[config.mk]
export PLATFORM = sky130hd
export DESIGN_NAME = edge_predicate_scanner_core
export DESIGN_NICKNAME = d
export VERILOG_FILES = /design/src/sv/eps_pkg.sv /design/src/sv/eps_front.sv /design/src/sv/eps_fifo.sv /design/src/sv/eps_back.sv /design/src/sv/edge_predicate_scanner_core.sv
export SDC_FILE = /design/constraint.sdc
export NUM_CORES = 1
export LEC_CHECK = 0
export BUFFER_PORTS_ARGS = -buffer_cell sky130_fd_sc_hd__buf_2
export CORE_UTILIZATION = 35
export CTS_CLUSTER_SIZE = 16
export DETAILED_ROUTE_END_ITERATION = 6
export GPL_TIMING_DRIVEN = 0
export PLACE_DENSITY_LB_ADDON = 0.12
export SYNTH_ARGS = -nofsm -noshare
export SYNTH_HDL_FRONTEND = slang
export SYNTH_SLANG_ARGS = --single-unit
[constraint.sdc]
create_clock -name clk_i -period 8.6 [get_ports clk_i]
set_clock_uncertainty 0.1 [all_clocks]
set_input_delay 0.86 -clock clk_i [delete_from_list [all_inputs] [get_ports clk_i]]
set_output_delay 0.86 -clock clk_i [all_outputs]
set_load 0.02 [all_outputs]
[src/sv/eps_pkg.sv]
// Shared types, character codes and prefix tables for the edge predicate scanner.
package eps_pkg;

  localparam logic [11:0] FieldMax = 12'hFFF;

  localparam logic [7:0] ChUnder  = 8'h5F;
  localparam logic [7:0] ChLowA   = 8'h61;
  localparam logic [7:0] ChLowE   = 8'h65;
  localparam logic [7:0] ChPlus   = 8'h2B;
  localparam logic [7:0] ChMinus  = 8'h2D;
  localparam logic [7:0] ChZero   = 8'h30;
  localparam logic [7:0] ChNine   = 8'h39;
  localparam logic [7:0] ChSpace  = 8'h20;
  localparam logic [7:0] ChTab    = 8'h09;
  localparam logic [7:0] ChCr     = 8'h0D;
  localparam logic [7:0] ChLPar   = 8'h28;
  localparam logic [7:0] ChRPar   = 8'h29;
  localparam logic [7:0] ChComma  = 8'h2C;
  localparam logic [7:0] ChQuote  = 8'h22;
  localparam logic [7:0] ChBslash = 8'h5C;
  localparam logic [7:0] ChNul    = 8'h00;

  typedef enum logic [2:0] {
    PH_PREFIX      = 3'd0,
    PH_ACYC_PREFIX = 3'd1,
    PH_EDGE_PREFIX = 3'd2,
    PH_NUM_WS      = 3'd3,
    PH_NUM_SIGN    = 3'd4,
    PH_NUM_DIG     = 3'd5,
    PH_ARG         = 3'd6
  } phase_e;

  typedef enum logic [2:0] {
    ST_NO_MATCH   = 3'd0,
    ST_MATCH      = 3'd1,
    ST_ERR_FIRST  = 3'd2,
    ST_ERR_SECOND = 3'd3,
    ST_TOO_LONG   = 3'd4
  } status_e;

  // Classified byte as passed from the front to the back.
  typedef struct packed {
    logic [7:0] chr;
    logic       last;
    logic       is_end;
    logic       too_long;
    logic       is_space;
    logic       is_digit;
    logic       is_sign;
    logic       is_under;
    logic       is_lpar;
    logic       is_rpar;
    logic       is_comma;
    logic       is_quote;
    logic       is_bslash;
  } class_t;

  function automatic logic [7:0] acyc_char(logic [2:0] idx);
    logic [7:0] c;
    case (idx)
      3'd0:    c = 8'h5F;
      3'd1:    c = 8'h61;
      3'd2:    c = 8'h63;
      3'd3:    c = 8'h79;
      3'd4:    c = 8'h63;
      3'd5:    c = 8'h5F;
      default: c = 8'h00;
    endcase
    return c;
  endfunction

  function automatic logic [7:0] edge_char(logic [2:0] idx);
    logic [7:0] c;
    case (idx)
      3'd0:    c = 8'h5F;
      3'd1:    c = 8'h65;
      3'd2:    c = 8'h64;
      3'd3:    c = 8'h67;
      3'd4:    c = 8'h65;
      3'd5:    c = 8'h28;
      default: c = 8'h00;
    endcase
    return c;
  endfunction

endpackage

[src/sv/eps_front.sv]
// Front end: byte classifier and string position counter.
module eps_front #(
  parameter int MAX_LEN = 4096,
  localparam int PosW = $clog2(MAX_LEN + 2)
) (
  input  logic                  clk_i,
  input  logic                  rst_ni,
  input  logic [7:0]            char_byte_i,
  input  logic                  last_i,
  input  logic                  push_i,
  output eps_pkg::class_t       cls_o,
  output logic [PosW-1:0]       pos_o
);

  logic [PosW-1:0] pos_q, pos_d;

  always_comb begin
    cls_o.chr       = char_byte_i;
    cls_o.last      = last_i;
    cls_o.is_end    = (char_byte_i == eps_pkg::ChNul);
    cls_o.too_long  = (pos_q >= PosW'(MAX_LEN));
    cls_o.is_space  = (char_byte_i == eps_pkg::ChSpace) ||
                      ((char_byte_i >= eps_pkg::ChTab) && (char_byte_i <= eps_pkg::ChCr));
    cls_o.is_digit  = (char_byte_i >= eps_pkg::ChZero) && (char_byte_i <= eps_pkg::ChNine);
    cls_o.is_sign   = (char_byte_i == eps_pkg::ChPlus) || (char_byte_i == eps_pkg::ChMinus);
    cls_o.is_under  = (char_byte_i == eps_pkg::ChUnder);
    cls_o.is_lpar   = (char_byte_i == eps_pkg::ChLPar);
    cls_o.is_rpar   = (char_byte_i == eps_pkg::ChRPar);
    cls_o.is_comma  = (char_byte_i == eps_pkg::ChComma);
    cls_o.is_quote  = (char_byte_i == eps_pkg::ChQuote);
    cls_o.is_bslash = (char_byte_i == eps_pkg::ChBslash);
  end

  assign pos_o = pos_q;

  // Restart at each string end, saturate one past the length limit.
  always_comb begin
    pos_d = pos_q;
    if (push_i) begin
      if (cls_o.is_end || last_i) begin
        pos_d = '0;
      end else if (pos_q <= PosW'(MAX_LEN)) begin
        pos_d = pos_q + PosW'(1);
      end
    end
  end

  always_ff @(posedge clk_i or negedge rst_ni) begin
    if (!rst_ni) begin
      pos_q <= '0;
    end else begin
      pos_q <= pos_d;
    end
  end

endmodule

[src/sv/eps_fifo.sv]
// Two-entry item queue between front and back.
module eps_fifo #(
  parameter int Width = 8
) (
  input  logic             clk_i,
  input  logic             rst_ni,
  input  logic             in_valid_i,
  output logic             in_ready_o,
  input  logic [Width-1:0] in_data_i,
  output logic             out_valid_o,
  input  logic             out_ready_i,
  output logic [Width-1:0] out_data_o
);

  logic [Width-1:0] mem_q [2];
  logic             wr_q, rd_q;
  logic [1:0]       cnt_q;
  logic             push, pop;

  assign in_ready_o  = (cnt_q != 2'd2);
  assign out_valid_o = (cnt_q != 2'd0);
  assign out_data_o  = mem_q[rd_q];
  assign push        = in_valid_i && in_ready_o;
  assign pop         = out_valid_o && out_ready_i;

  always_ff @(posedge clk_i) begin
    if (push) begin
      mem_q[wr_q] <= in_data_i;
    end
  end

  always_ff @(posedge clk_i or negedge rst_ni) begin
    if (!rst_ni) begin
      wr_q  <= 1'b0;
      rd_q  <= 1'b0;
      cnt_q <= 2'd0;
    end else begin
      if (push) begin
        wr_q <= ~wr_q;
      end
      if (pop) begin
        rd_q <= ~rd_q;
      end
      cnt_q <= cnt_q + {1'b0, push} - {1'b0, pop};
    end
  end

endmodule

[src/sv/eps_back.sv]
// Back end: predicate state machine and result register.
module eps_back #(
  parameter int MAX_LEN = 4096,
  localparam int PosW = $clog2(MAX_LEN + 2)
) (
  input  logic                  clk_i,
  input  logic                  rst_ni,
  input  logic                  ent_valid_i,
  output logic                  ent_pop_o,
  input  eps_pkg::class_t       cls_i,
  input  logic [PosW-1:0]       pos_i,
  output logic                  out_valid_o,
  input  logic                  out_ready_i,
  output logic [2:0]            status_o,
  output logic [11:0]           first_start_o,
  output logic [11:0]           first_length_o,
  output logic [11:0]           second_start_o,
  output logic [11:0]           second_length_o,
  output logic [11:0]           consumed_o
);

  eps_pkg::phase_e  phase_q, phase_d;
  logic [PosW-1:0]  depth_q, depth_d;
  logic             inq_q, inq_d, esc_q, esc_d, done_q, done_d;
  logic [PosW-1:0]  sm_q [3];
  logic [PosW-1:0]  sm_d [3];
  logic [1:0]       item_q, item_d;

  logic             pop, hit, fin;
  eps_pkg::status_e res_st;
  logic [PosW-1:0]  r_fs, r_fl, r_ss, r_sl, r_cons;
  logic [PosW-1:0]  end_pos, arg_start, arg_len, p_inc;

  logic             out_valid_q;
  logic [2:0]       status_q;
  logic [11:0]      fs_q, fl_q, ss_q, sl_q, cons_q;

  function automatic logic [11:0] sat12(logic [PosW-1:0] v);
    logic [31:0] w;
    w = 32'(v);
    return (w > 32'(eps_pkg::FieldMax)) ? eps_pkg::FieldMax : w[11:0];
  endfunction

  assign pop       = ent_valid_i && (!out_valid_q || out_ready_i);
  assign ent_pop_o = pop;
  assign fin       = cls_i.is_end || cls_i.last;
  assign p_inc     = pos_i + PosW'(1);
  assign end_pos   = (cls_i.is_end || (pos_i > PosW'(MAX_LEN))) ? pos_i : p_inc;
  assign arg_start = (item_q == 2'd0) ? sm_q[0] : sm_q[2];
  assign arg_len   = pos_i - arg_start;

  always_comb begin
    phase_d = phase_q;
    depth_d = depth_q;
    inq_d   = inq_q;
    esc_d   = esc_q;
    sm_d    = sm_q;
    item_d  = item_q;
    done_d  = done_q;
    hit     = 1'b0;
    res_st  = eps_pkg::ST_NO_MATCH;
    r_fs    = '0;
    r_fl    = '0;
    r_ss    = '0;
    r_sl    = '0;
    r_cons  = '0;

    if (pop && !done_q && !cls_i.is_end) begin
      if (cls_i.too_long) begin
        hit    = 1'b1;
        res_st = eps_pkg::ST_TOO_LONG;
      end else begin
        case (phase_q)
          eps_pkg::PH_PREFIX: begin
            if (pos_i == '0) begin
              hit = !cls_i.is_under;
            end else if (cls_i.chr == eps_pkg::ChLowA) begin
              phase_d = eps_pkg::PH_ACYC_PREFIX;
            end else if (cls_i.chr == eps_pkg::ChLowE) begin
              phase_d = eps_pkg::PH_EDGE_PREFIX;
            end else begin
              hit = 1'b1;
            end
          end
          eps_pkg::PH_ACYC_PREFIX: begin
            if ((pos_i > PosW'(5)) || (cls_i.chr != eps_pkg::acyc_char(pos_i[2:0]))) begin
              hit = 1'b1;
            end else if (pos_i == PosW'(5)) begin
              phase_d = eps_pkg::PH_NUM_WS;
              item_d  = 2'd0;
            end
          end
          eps_pkg::PH_EDGE_PREFIX: begin
            if ((pos_i > PosW'(5)) || (cls_i.chr != eps_pkg::edge_char(pos_i[2:0]))) begin
              hit = 1'b1;
            end else if (pos_i == PosW'(5)) begin
              phase_d  = eps_pkg::PH_ARG;
              item_d   = 2'd0;
              sm_d[0]  = p_inc;
            end
          end
          eps_pkg::PH_NUM_WS: begin
            if (cls_i.is_sign) begin
              phase_d = eps_pkg::PH_NUM_SIGN;
            end else if (cls_i.is_digit) begin
              phase_d = eps_pkg::PH_NUM_DIG;
            end else if (!cls_i.is_space) begin
              hit = 1'b1;
            end
          end
          eps_pkg::PH_NUM_SIGN: begin
            if (cls_i.is_digit) begin
              phase_d = eps_pkg::PH_NUM_DIG;
            end else begin
              hit = 1'b1;
            end
          end
          eps_pkg::PH_NUM_DIG: begin
            if (cls_i.is_digit) begin
              phase_d = eps_pkg::PH_NUM_DIG;
            end else if (item_q >= 2'd2) begin
              // First non-digit after the third number closes the match.
              hit    = 1'b1;
              res_st = eps_pkg::ST_MATCH;
              r_fs   = sm_q[0];
              r_fl   = sm_q[1] - PosW'(1) - sm_q[0];
              r_ss   = sm_q[1];
              r_sl   = pos_i - sm_q[1];
              r_cons = pos_i;
            end else if (!cls_i.is_under) begin
              hit = 1'b1;
            end else begin
              sm_d[item_q] = p_inc;
              item_d       = item_q + 2'd1;
              phase_d      = eps_pkg::PH_NUM_WS;
            end
          end
          eps_pkg::PH_ARG: begin
            if (inq_q) begin
              if (esc_q) begin
                esc_d = 1'b0;
              end else if (cls_i.is_quote) begin
                inq_d = 1'b0;
              end else begin
                esc_d = cls_i.is_bslash;
              end
            end else if (cls_i.is_lpar) begin
              depth_d = depth_q + PosW'(1);
            end else if (cls_i.is_rpar && (depth_q != '0)) begin
              depth_d = depth_q - PosW'(1);
            end else if (cls_i.is_rpar || (cls_i.is_comma && (depth_q == '0))) begin
              // Argument closes at depth zero.
              if (item_q == 2'd0) begin
                if (!cls_i.is_comma || (arg_len == '0)) begin
                  hit    = 1'b1;
                  res_st = eps_pkg::ST_ERR_FIRST;
                end else begin
                  sm_d[1] = arg_len;
                  sm_d[2] = p_inc;
                  item_d  = 2'd1;
                  depth_d = '0;
                end
              end else if (!cls_i.is_rpar || (arg_len == '0)) begin
                hit    = 1'b1;
                res_st = eps_pkg::ST_ERR_SECOND;
              end else begin
                hit    = 1'b1;
                res_st = eps_pkg::ST_MATCH;
                r_fs   = sm_q[0];
                r_fl   = sm_q[1];
                r_ss   = arg_start;
                r_sl   = arg_len;
                r_cons = p_inc;
              end
            end else if (cls_i.is_quote) begin
              inq_d = 1'b1;
              esc_d = 1'b0;
            end
          end
          default: begin
            hit = 1'b1;
          end
        endcase
      end
    end

    // End of string with no result yet: decide on the state left by this byte.
    if (pop && fin && !(done_q || hit)) begin
      hit = 1'b1;
      if ((phase_d == eps_pkg::PH_NUM_DIG) && (item_d == 2'd2)) begin
        res_st = eps_pkg::ST_MATCH;
        r_fs   = sm_q[0];
        r_fl   = sm_q[1] - PosW'(1) - sm_q[0];
        r_ss   = sm_q[1];
        r_sl   = end_pos - sm_q[1];
        r_cons = end_pos;
      end else if (phase_d == eps_pkg::PH_ARG) begin
        res_st = (item_d == 2'd0) ? eps_pkg::ST_ERR_FIRST : eps_pkg::ST_ERR_SECOND;
      end else begin
        res_st = eps_pkg::ST_NO_MATCH;
      end
    end

    if (hit) begin
      done_d = 1'b1;
    end

    if (pop && fin) begin
      phase_d = eps_pkg::PH_PREFIX;
      depth_d = '0;
      inq_d   = 1'b0;
      esc_d   = 1'b0;
      sm_d[0] = '0;
      sm_d[1] = '0;
      sm_d[2] = '0;
      item_d  = 2'd0;
      done_d  = 1'b0;
    end
  end

  always_ff @(posedge clk_i or negedge rst_ni) begin
    if (!rst_ni) begin
      phase_q     <= eps_pkg::PH_PREFIX;
      depth_q     <= '0;
      inq_q       <= 1'b0;
      esc_q       <= 1'b0;
      sm_q[0]     <= '0;
      sm_q[1]     <= '0;
      sm_q[2]     <= '0;
      item_q      <= 2'd0;
      done_q      <= 1'b0;
      out_valid_q <= 1'b0;
    end else begin
      phase_q <= phase_d;
      depth_q <= depth_d;
      inq_q   <= inq_d;
      esc_q   <= esc_d;
      sm_q    <= sm_d;
      item_q  <= item_d;
      done_q  <= done_d;
      if (pop && hit) begin
        out_valid_q <= 1'b1;
      end else if (out_ready_i) begin
        out_valid_q <= 1'b0;
      end
    end
  end

  always_ff @(posedge clk_i) begin
    if (pop && hit) begin
      status_q <= res_st;
      fs_q     <= sat12(r_fs);
      fl_q     <= sat12(r_fl);
      ss_q     <= sat12(r_ss);
      sl_q     <= sat12(r_sl);
      cons_q   <= sat12(r_cons);
    end
  end

  assign out_valid_o     = out_valid_q;
  assign status_o        = status_q;
  assign first_start_o   = fs_q;
  assign first_length_o  = fl_q;
  assign second_start_o  = ss_q;
  assign second_length_o = sl_q;
  assign consumed_o      = cons_q;

endmodule

[src/sv/edge_predicate_scanner_core.sv]
// Top level of the edge predicate scanner: front end, item queue and back end.
//
// The scanner takes one string byte per item and reports, once per string,
// whether the string opens with "_acyc_<n>_<n>_<n>" or "_edge(a,b)", with
// offsets and lengths of both node texts and the count of bytes consumed.
// A 0 byte or an item with last set ends the string; a result is delivered as
// soon as the outcome is known and the rest of the string is swallowed.
// Sustained rate is one item per clock cycle in both directions while the result
// output does not stall: the front end classifies a byte and tracks its offset
// in the cycle it is accepted, a two-entry queue holds it, and the back end
// updates its phase state machine for one item per cycle. An accepted item is
// written into the queue; the back end takes it from there and loads the result
// register as it does; the result is offered from then on until it is taken.
// Offsets saturate at 4095; a byte at offset MAX_LEN or beyond gives the
// too-long status.
module edge_predicate_scanner_core #(
  parameter int MAX_LEN = 4096
) (
  input  logic        clk_i,
  input  logic        rst_ni,
  input  logic        in_valid_i,
  output logic        in_ready_o,
  input  logic [7:0]  char_byte_i,
  input  logic        last_i,
  output logic        out_valid_o,
  input  logic        out_ready_i,
  output logic [2:0]  status_o,
  output logic [11:0] first_start_o,
  output logic [11:0] first_length_o,
  output logic [11:0] second_start_o,
  output logic [11:0] second_length_o,
  output logic [11:0] consumed_o
);

  localparam int PosW = $clog2(MAX_LEN + 2);
  localparam int EntW = $bits(eps_pkg::class_t) + PosW;

  eps_pkg::class_t front_cls, back_cls;
  logic [PosW-1:0] front_pos, back_pos;
  logic [EntW-1:0] q_data;
  logic            push, q_valid, q_pop;

  // Accept a byte whenever the queue has a free slot.
  assign push = in_valid_i && in_ready_o;

  eps_front #(
    .MAX_LEN (MAX_LEN)
  ) u_front (
    .clk_i       (clk_i),
    .rst_ni      (rst_ni),
    .char_byte_i (char_byte_i),
    .last_i      (last_i),
    .push_i      (push),
    .cls_o       (front_cls),
    .pos_o       (front_pos)
  );

  // Hold classified items until the back end takes them.
  eps_fifo #(
    .Width (EntW)
  ) u_fifo (
    .clk_i       (clk_i),
    .rst_ni      (rst_ni),
    .in_valid_i  (in_valid_i),
    .in_ready_o  (in_ready_o),
    .in_data_i   ({front_cls, front_pos}),
    .out_valid_o (q_valid),
    .out_ready_i (q_pop),
    .out_data_o  (q_data)
  );

  assign {back_cls, back_pos} = q_data;

  // Advance the predicate state machine and register the result.
  eps_back #(
    .MAX_LEN (MAX_LEN)
  ) u_back (
    .clk_i           (clk_i),
    .rst_ni          (rst_ni),
    .ent_valid_i     (q_valid),
    .ent_pop_o       (q_pop),
    .cls_i           (back_cls),
    .pos_i           (back_pos),
    .out_valid_o     (out_valid_o),
    .out_ready_i     (out_ready_i),
    .status_o        (status_o),
    .first_start_o   (first_start_o),
    .first_length_o  (first_length_o),
    .second_start_o  (second_start_o),
    .second_length_o (second_length_o),
    .consumed_o      (consumed_o)
  );

endmodule

# After elaboration in Yosys (flattened, before gate mapping)
# Memory sizes are Yosys's and may differ from the RTL's.
# Index checks and enable logic that the tools add are counted.
classes:
  reduce_logical: 62
  div: 0
  multipliers: 0
  addsub: 12
  n_bitwise: 3
  mux: 204
  n_lt_le_gt_ge: 16
  n_shift: 0
  eq_ne: 46
op_table:
  columns: ["op", "count"]
  rows:
  - ["13-bit two-way mux", 77]
  - ["39-bit two-way mux", 6]
  - ["26-bit two-way mux", 6]
  - ["13-bit one-hot mux with 2 select lines", 6]
  - ["3-bit two-way mux", 26]
  - ["13-bit by 12-bit > comparator with 1-bit output, second input constant", 5]
  - ["8-bit by 6-bit equality test with 1-bit output, second input constant", 7]
  - ["26-bit one-hot mux with 2 select lines", 1]
  - ["13-bit subtractor", 4]
  - ["1-bit two-way mux", 51]
  - ["8-bit two-way mux", 6]
  - ["13-bit by 1-bit adder with 13-bit output, second input constant", 3]
  - ["39-bit bitwise mux", 1]
  - ["13-bit logical NOT", 3]
  - ["7-bit one-hot mux with 5 select lines", 1]
  - ["2-bit two-way mux", 17]
  - ["8-bit by 7-bit equality test with 1-bit output, second input constant", 4]
  - ["7-bit one-hot mux with 4 select lines", 1]
  - ["13-bit demux with 2-bit select", 1]
  - ["13-bit by 1-bit subtractor with 13-bit output, second input constant", 2]
  - ["3-bit equality test, second input constant", 7]
  - ["3-bit one-hot mux with 6 select lines", 1]
  - ["8-bit != test", 2]
  - ["3-bit by 2-bit != test with 1-bit output, second input constant", 5]
  - ["44 further kinds", 100]
word_totals:
  n_memories: 1
  regBits: 141
  romBits: 0
  ramBits: 66
  input_bits: 13
  latch_bits: 0
mem_list:
  columns: ["memory", "words", "word_bits", "rd", "rd_clocked_by_memory_dff", "write_ports", "line_no", "rtl"]
  rows:
  - ["u_fifo.mem_q", 2, 33, 1, 0, 1, "eps_fifo.sv:15", "logic [Width-1:0] mem_q [2];"]

# Logic depth before layout (Yosys ltp)
logic_depth:
  word_depth: 20
  depth_mapped: 23

# Hierarchy
# Synthesis repeated with hierarchy kept, for this count alone.
hier_totals:
  hier_cells: 1448
  area_unflattened_um2: 13897.1
modules_own_cells:
  columns: ["module", "seq_area_each_um2", "cells_per_inst", "instances", "area_per_inst_um2"]
  rows:
  - ["eps_back", 3418.3, 1203, 1, 10209.8]
  - ["eps_fifo", 2082.0, 122, 1, 2605.0]
  - ["eps_front", 325.3, 122, 1, 1076.0]
  - ["edge_predicate_scanner_core", 0.0, 1, 1, 6.3]

# Worst setup path before layout
# No wires, ideal clock.
synth_timing:
  path_kind: "reg-to-reg"
  startpoint: "register u_fifo.rd_q"
  endpoint: "register u_back.out_valid_q, in the netlist u_back.out_valid_o"
  stages_incl_launch_ff: 11
  setup_time_ps: 93
  slack_ps: 1531
  arrival_ps: 6876
  synth_period_minus_slack_ps: 7069
  required_time_ps: 8407
  path_cell_list: "dfrtp_1 buf_6 buf_6 buf_4 buf_4 buf_2 mux2_2 o21ai_0 clkbuf_1 o21ai_0 or2_2"
synth_between:
  elab_chain_cells: 19
synth_rtl:
  columns: ["element", "line_no", "rtl"]
  rows:
  - ["start, declared", "eps_fifo.sv:16", "logic wr_q, rd_q;"]
  - ["start signal, assigned", "eps_fifo.sv:42", "rd_q <= ~rd_q;"]
  - ["memory 2 x 33 bit (*)", null, null]
  - ["13-bit subtractor (tied with other cells)", "eps_back.sv:50", "assign arg_len = pos_i - arg_start;"]
  - ["13-bit logical NOT or 2-bit OR reduction (tied branches)", null, null]
  - ["1-bit logical OR (tied with other cells)", "eps_back.sv:154", "if (!cls_i.is_comma || (arg_len == '0)) begin"]
  - ["1-bit two-way mux or 8-bit two-way mux (tied branches)", "eps_back.sv:154, eps_back.sv:73", null]
  - ["1-bit two-way mux or 8-bit two-way mux (tied branches)", "eps_back.sv:153, eps_back.sv:69", null]
  - ["1-bit two-way mux or 8-bit two-way mux (tied branches)", "eps_back.sv:151, eps_back.sv:68", null]
  - ["1-bit two-way mux (tied with other cells)", "eps_back.sv:149", "end else if (cls_i.is_rpar && (depth_q != '0)) begin"]
  - ["[3 not listed]", null, null]
  - ["1-bit two-way mux", "eps_back.sv:69", "if (cls_i.too_long) begin"]
  - ["1-bit two-way mux", "eps_back.sv:68", "if (pop && !done_q && !cls_i.is_end) begin"]
  - ["1-bit logical OR", "eps_back.sv:188", "if (pop && fin && !(done_q || hit)) begin"]
  - ["1-bit logical NOT", "eps_back.sv:188", null]
  - ["1-bit logical AND", "eps_back.sv:188", null]
  - ["1-bit two-way mux (*)", "eps_back.sv:188", null]
  - ["1-bit logical AND (*)", "eps_back.sv:241", "if (pop && hit) begin"]
  - ["1-bit two-way mux or 2-bit nonzero test (tied branches)", null, null]
  - ["end signal, assigned", "eps_back.sv:232", "out_valid_q <= 1'b0;"]
  - ["end signal, assigned", "eps_back.sv:242", "out_valid_q <= 1'b1;"]
  - ["end signal, assigned", "eps_back.sv:244", "out_valid_q <= 1'b0;"]
  - ["end, declared", "eps_back.sv:34", "logic out_valid_q;"]
# Mark *: on every way between the ends. The rest lies on a longest branch, timed or not. The select of a mux whose other input is x is not followed.
# A chain may end at the register's enable or synchronous reset.

# Final worst setup path
layout_timing:
  startpoint: "register u_back.item_q[1]"
  endpoint: "register u_back.ss_q[10], in the netlist u_back.second_start_o[10] (data pin)"
layout_between:
  elab_chain_cells: 19
layout_rtl:
  columns: ["element", "line_no", "rtl"]
  rows:
  - ["start, declared", "eps_back.sv:27", "logic [1:0] item_q, item_d;"]
  - ["start signal, assigned", "eps_back.sv:239", "item_q <= item_d;"]
  - ["2-bit logical NOT", "eps_back.sv:49, eps_back.sv:153", null]
  - ["13-bit two-way mux", "eps_back.sv:49", "assign arg_start = (item_q == 2'd0) ? sm_q[0] : sm_q[2];"]
  - ["13-bit subtractor", "eps_back.sv:50", null]
  - ["13-bit logical NOT", "eps_back.sv:154, eps_back.sv:163", null]
  - ["1-bit logical OR", "eps_back.sv:154", null]
  - ["2-bit two-way mux or 1-bit two-way mux (tied branches)", "eps_back.sv:154", null]
  - ["2-bit two-way mux or 1-bit two-way mux (tied branches)", "eps_back.sv:153", "if (item_q == 2'd0) begin"]
  - ["2-bit two-way mux or 1-bit two-way mux (tied branches)", "eps_back.sv:151", "end else if (cls_i.is_rpar || (cls_i.is_comma && (depth_q == '0))) begin"]
  - ["[3 not listed]", null, null]
  - ["2-bit one-hot mux with 4 select lines or 1-bit one-hot mux with 7 select lines (tied branches)", "eps_back.sv:73", "case (phase_q)"]
  - ["2-bit two-way mux or 1-bit two-way mux (tied branches)", "eps_back.sv:69", null]
  - ["2-bit two-way mux or 1-bit two-way mux (tied branches)", "eps_back.sv:68", null]
  - ["2-bit equality test or 1-bit logical OR (tied branches)", "eps_back.sv:190, eps_back.sv:188", null]
  - ["1-bit logical AND or 1-bit logical NOT (tied branches)", "eps_back.sv:190, eps_back.sv:188", null]
  - ["13-bit two-way mux or 1-bit logical AND (tied branches)", "eps_back.sv:190, eps_back.sv:188", null]
  - ["13-bit two-way mux (*)", "eps_back.sv:188", null]
  - ["13-bit by 12-bit > comparator with 1-bit output", "eps_back.sv:41", "return (w > 32'(eps_pkg::FieldMax)) ? eps_pkg::FieldMax : w[11:0];"]
  - ["end signal, assigned", "eps_back.sv:254", "ss_q <= sat12(r_ss);"]
  - ["end, declared", "eps_back.sv:36", "logic [11:0] fs_q, fl_q, ss_q, sl_q, cons_q;"]
# Mark *: on every way between the ends. The rest lies on a longest branch, timed or not.

==> metrics.md <==
| Metric | Value |
|---|---|
| Antenna-violating nets left | 0 |
| Cts hold-fix bufs | 0 |
| Setup violations, final | 0 |
| Peak Freq | 143 MHz |
| Peak VDD IR | 0.184 mV |
| Initial antenna violation count | 0 |
| Final Core Density | 0.408 |
| Vias per Instance | 5.49 |
| Max Cap Viol | 0 |
| RSZ-0062 raised after global routing | no |
| Layout Area Growth over Synthesis | 14.5% |
| Largest net degree at the start of global routing | 46 |
| Grt total ovfl | 0 |
| Fraction of layout cells with a size suffix above 1 | 0.141 |
| First-pass GRT wire length | 64700 um |
| Worst-margin pin slew | 0.914 ns |
| Vias in the first global route | 10890 |
| Via count | 10973 |
| Core area | 37800 um^2 |
| First-pass DRT Iterations | 7 |
| Detail Placement HPWL | 32300 um |
| CTS clk-pin slew, worst paths | 0.06 ns |
| Synth area leaders | edfxtp_1, dfrtp_1, ha_1 |
| # DRC | 2 |
| Share of the synthesized area in the top cell type | 0.288 |
| Crit share post-route | 0.814 |
| Post-synth EDFFs | 129 |
| Critical path startpoint category | flip-flop |
| Post-CTS setup buffers | 0 |
| Antenna Cells | 0 |
| H-tree lvl count | 1 |
| CP arrival | 7.15 ns |
| Final #Nets | 1544 |
| Die ar. | 39200 um^2 |
| Pwr dens | 338 nW/um^2 |
| Cts bufs inserted | 25 |
| Synthesized cell area | 13500 um^2 |
| DRT Wirelength | 41600 um |
| Critical path fanouts, max | 10 |
| Setup CP Type | flip-flop to flip-flop |
| Die H | 198 um |
| Worst EP required | 8.75 ns |
| Syn nets | 1436 |
| Period minus WS final | 7.00 ns |
| Sequential share of the synthesized area | 0.433 |
| Final Max Tran Viols | 0 |
| Port Buffer Count | 77 |
| CTS max path bufs | 3 |
| CP Capture Type | flip-flop |
| Gates resized, CTS repair | 0 |
| Die Span X | 198 um |
| Syn avg cell area | 9.89 um^2 |
| Post-synthesis register bit count | 207 |
| Fin cells | 1998 |
| Tot Pwr | 5.20 mW |
| Clock latency on the worst-skew pair | 0.55 ns |
| Synth warnings | 0 |
| Count of different cell masters after synthesis | 91 |
| Clk sinks | 207 |
| Status | complete, but fails checks |
| Row Count | 71 |
| Slew headroom | 0.383 |
| Initial drt markers | 847 |
| Final hold violation count | 0 |
| Failing checks | DRC |
| CTS tree | built |
| Dpl cells | 1952 |
| Mapped Cells | 1360 |
| Wire length per cell | 20.8 um |
| Yosys top cell by area | edfxtp_1 |
| Main synth FF type | edfxtp_1 |
| Pleak | 5.95 nW |
| Ports | 78 |
| Clock root cell | clkbuf_16 |
| Worst hold path type | input pin to asynchronous set/reset pin |
| GPL Wtd Cong | 0.904 |
| GRT Overall Usage | 0.218 |
| Ys async rst share | 0.377 |
| Initial Util | 0.356 |
[state kept, by name, summed over array words and instances (netlist names)]
register,flops
u_back.consumed_o,12
u_back.item_q,2
u_back.inq_q,1
u_fifo.mem_q,66
u_back.esc_q,1
u_back.phase_q,3
u_back.first_length_o,12
u_back.second_length_o,12
u_back.depth_q,13
u_fifo.cnt_q,2
u_back.first_start_o,12
u_back.done_q,1
u_front.pos_o,13
u_back.status_o,3
u_back.sm_q,39
u_fifo.rd_q,1
u_back.out_valid_o,1
u_back.second_start_o,12
u_fifo.wr_q,1
[report_power, final]
group	switching (mW)	total (mW)	internal (mW)
sequential	0.109	1.51	1.40
combinational	1.72	2.66	0.938
clock	0.459	1.03	0.574
total	2.29	5.20	2.91
[synth_stat cells (5+ instances only)]
cell,number
a211o_1,13
a211oi_1,16
a21boi_0,5
a21o_1,22
a21oi_1,75
a221o_1,5
a22oi_1,8
a31oi_1,17
and2_1,14
and3_1,12
buf_2,10
buf_4,5
clkbuf_1,38
dfrtp_1,78
edfxtp_1,129
ha_1,59
inv_1,78
mux2_2,24
mux2i_1,30
nand2_1,75
nand2b_1,9
nand3_1,46
nand3b_1,6
nand4_1,12
nor2_1,127
nor2b_1,31
nor3_1,32
nor3_2,5
nor4_1,14
nor4b_1,6
o211ai_1,19
o21a_1,12
o21ai_0,58
o21bai_1,11
o221ai_1,11
o22ai_1,33
o2bb2ai_1,13
o31ai_1,6
o41ai_1,5
or2_2,7
or3_1,13
xnor2_1,64
xor2_1,19
[worst paths after layout]
kind                                                 start                                       to  slack, ns  depth (start not counted)
worst max-delay path            u_back.item_q[1]$_DFF_PN0_  u_back.second_start_o[10]$_SDFFCE_PN1P_       1.60                         19
worst min-delay path                                rst_ni            u_back.depth_q[8]$_DFFE_PN0P_       0.19                          1
worst max register to register  u_back.item_q[1]$_DFF_PN0_  u_back.second_start_o[10]$_SDFFCE_PN1P_       1.60                         19
worst min register to register  u_back.sm_q[8]$_DFFE_PN0P_               u_back.sm_q[8]$_DFFE_PN0P_       0.38                          1
max in group asynchronous                           rst_ni              u_back.sm_q[18]$_DFFE_PN0P_       7.57                          2
min in group clk_i              u_back.sm_q[8]$_DFFE_PN0P_               u_back.sm_q[8]$_DFFE_PN0P_       0.38                          1
[stage by stage]
stage	hold slack, ns	setup slack, ns	setup TNS [ns]	cell area [um^2]
after CTS	0.218	1.68	0	15400
after detailed placement	0.367	1.68	0	14600
after global routing	0.226	1.11	0	15400
final	0.194	1.60	0	15400
after floorplan	0.349	1.53	0	13500
after global placement	0.364	-1.95	-117.52	14500
[worst max-delay path, stage by stage (launching register included)]
cell      delay (ns)
dfrtp_1         0.46
inv_1           0.18
ha_1            0.16
clkbuf_1        0.29
clkbuf_1        0.50
clkbuf_1        0.39
buf_1           0.41
a21oi_1         0.24
fa_1            0.48
maj3_1          0.41
a21oi_1         0.19
xor2_1          0.35
nand3_1         0.19
nor4_2          0.59
a31oi_1         0.39
and2_1          0.27
buf_2           0.19
nand2_1         0.28
buf_1           0.42
o22ai_1         0.20
[final cells by class]
cell class                      instances  area, um^2
Inverter                               81         304
Multi-Input combinational cell       1013        7060
Clock inverter                         21         175
Buffer                                 59         283
Tap cell                              511         639
Sequential cell                       207        5830
Timing Repair Buffer                   81         490
Clock buffer                           25         626
Fill cell                            3801       22300
[cells by family after synthesis]
group | Yosys count | share of synthesized area
AO/OA/AOI/OAI | 377 | 0.195
XOR/XNOR | 83 | 0.0540
adder cells (fa/ha/maj) | 65 | 0.0623
buffers and inverters | 140 | 0.0436
flip-flops | 207 | 0.433
multiplexers | 63 | 0.0528
AND/OR/NAND/NOR | 425 | 0.159
[cells in the final DEF (no fill, tap or decap), types with 12 or more instances in the layout]
cell / Yosys / layout
o21ai_0: 58 / 57
a211oi_1: 16 / 16
or3_1: 13 / 13
dfrtp_1: 78 / 78
a21o_1: 22 / 22
mux2_2: 24 / 24
nand2_1: 75 / 75
xor2_1: 19 / 19
o22ai_1: 33 / 33
nor2b_1: 31 / 31
nand4_1: 12 / 12
nor4_1: 14 / 14
edfxtp_1: 129 / 129
buf_2: 10 / 86
inv_1: 78 / 78
ha_1: 59 / 59
xnor2_1: 64 / 64
and2_1: 14 / 14
nor3_1: 32 / 32
a211o_1: 13 / 13
o21a_1: 12 / 12
a21oi_1: 75 / 75
clkbuf_16: 0 / 25
mux2i_1: 30 / 30
nand3_1: 46 / 46
o2bb2ai_1: 13 / 13
clkbuf_1: 38 / 38
nor2_1: 127 / 126
a31oi_1: 17 / 17
o211ai_1: 19 / 19
[routing by layer]
layer | GRT usage | vias to the layer above | wire length [um]
met3 | 0.0271 | 69 | 2030
met5 | 0 | - | 0
met2 | 0.361 | 294 | 19400
met1 | 0.295 | 5313 | 19000
li1 | - | 5297 | -
met4 | 0.0669 | 0 | 1120
Note: power is estimated with default switching activity, not from simulation.
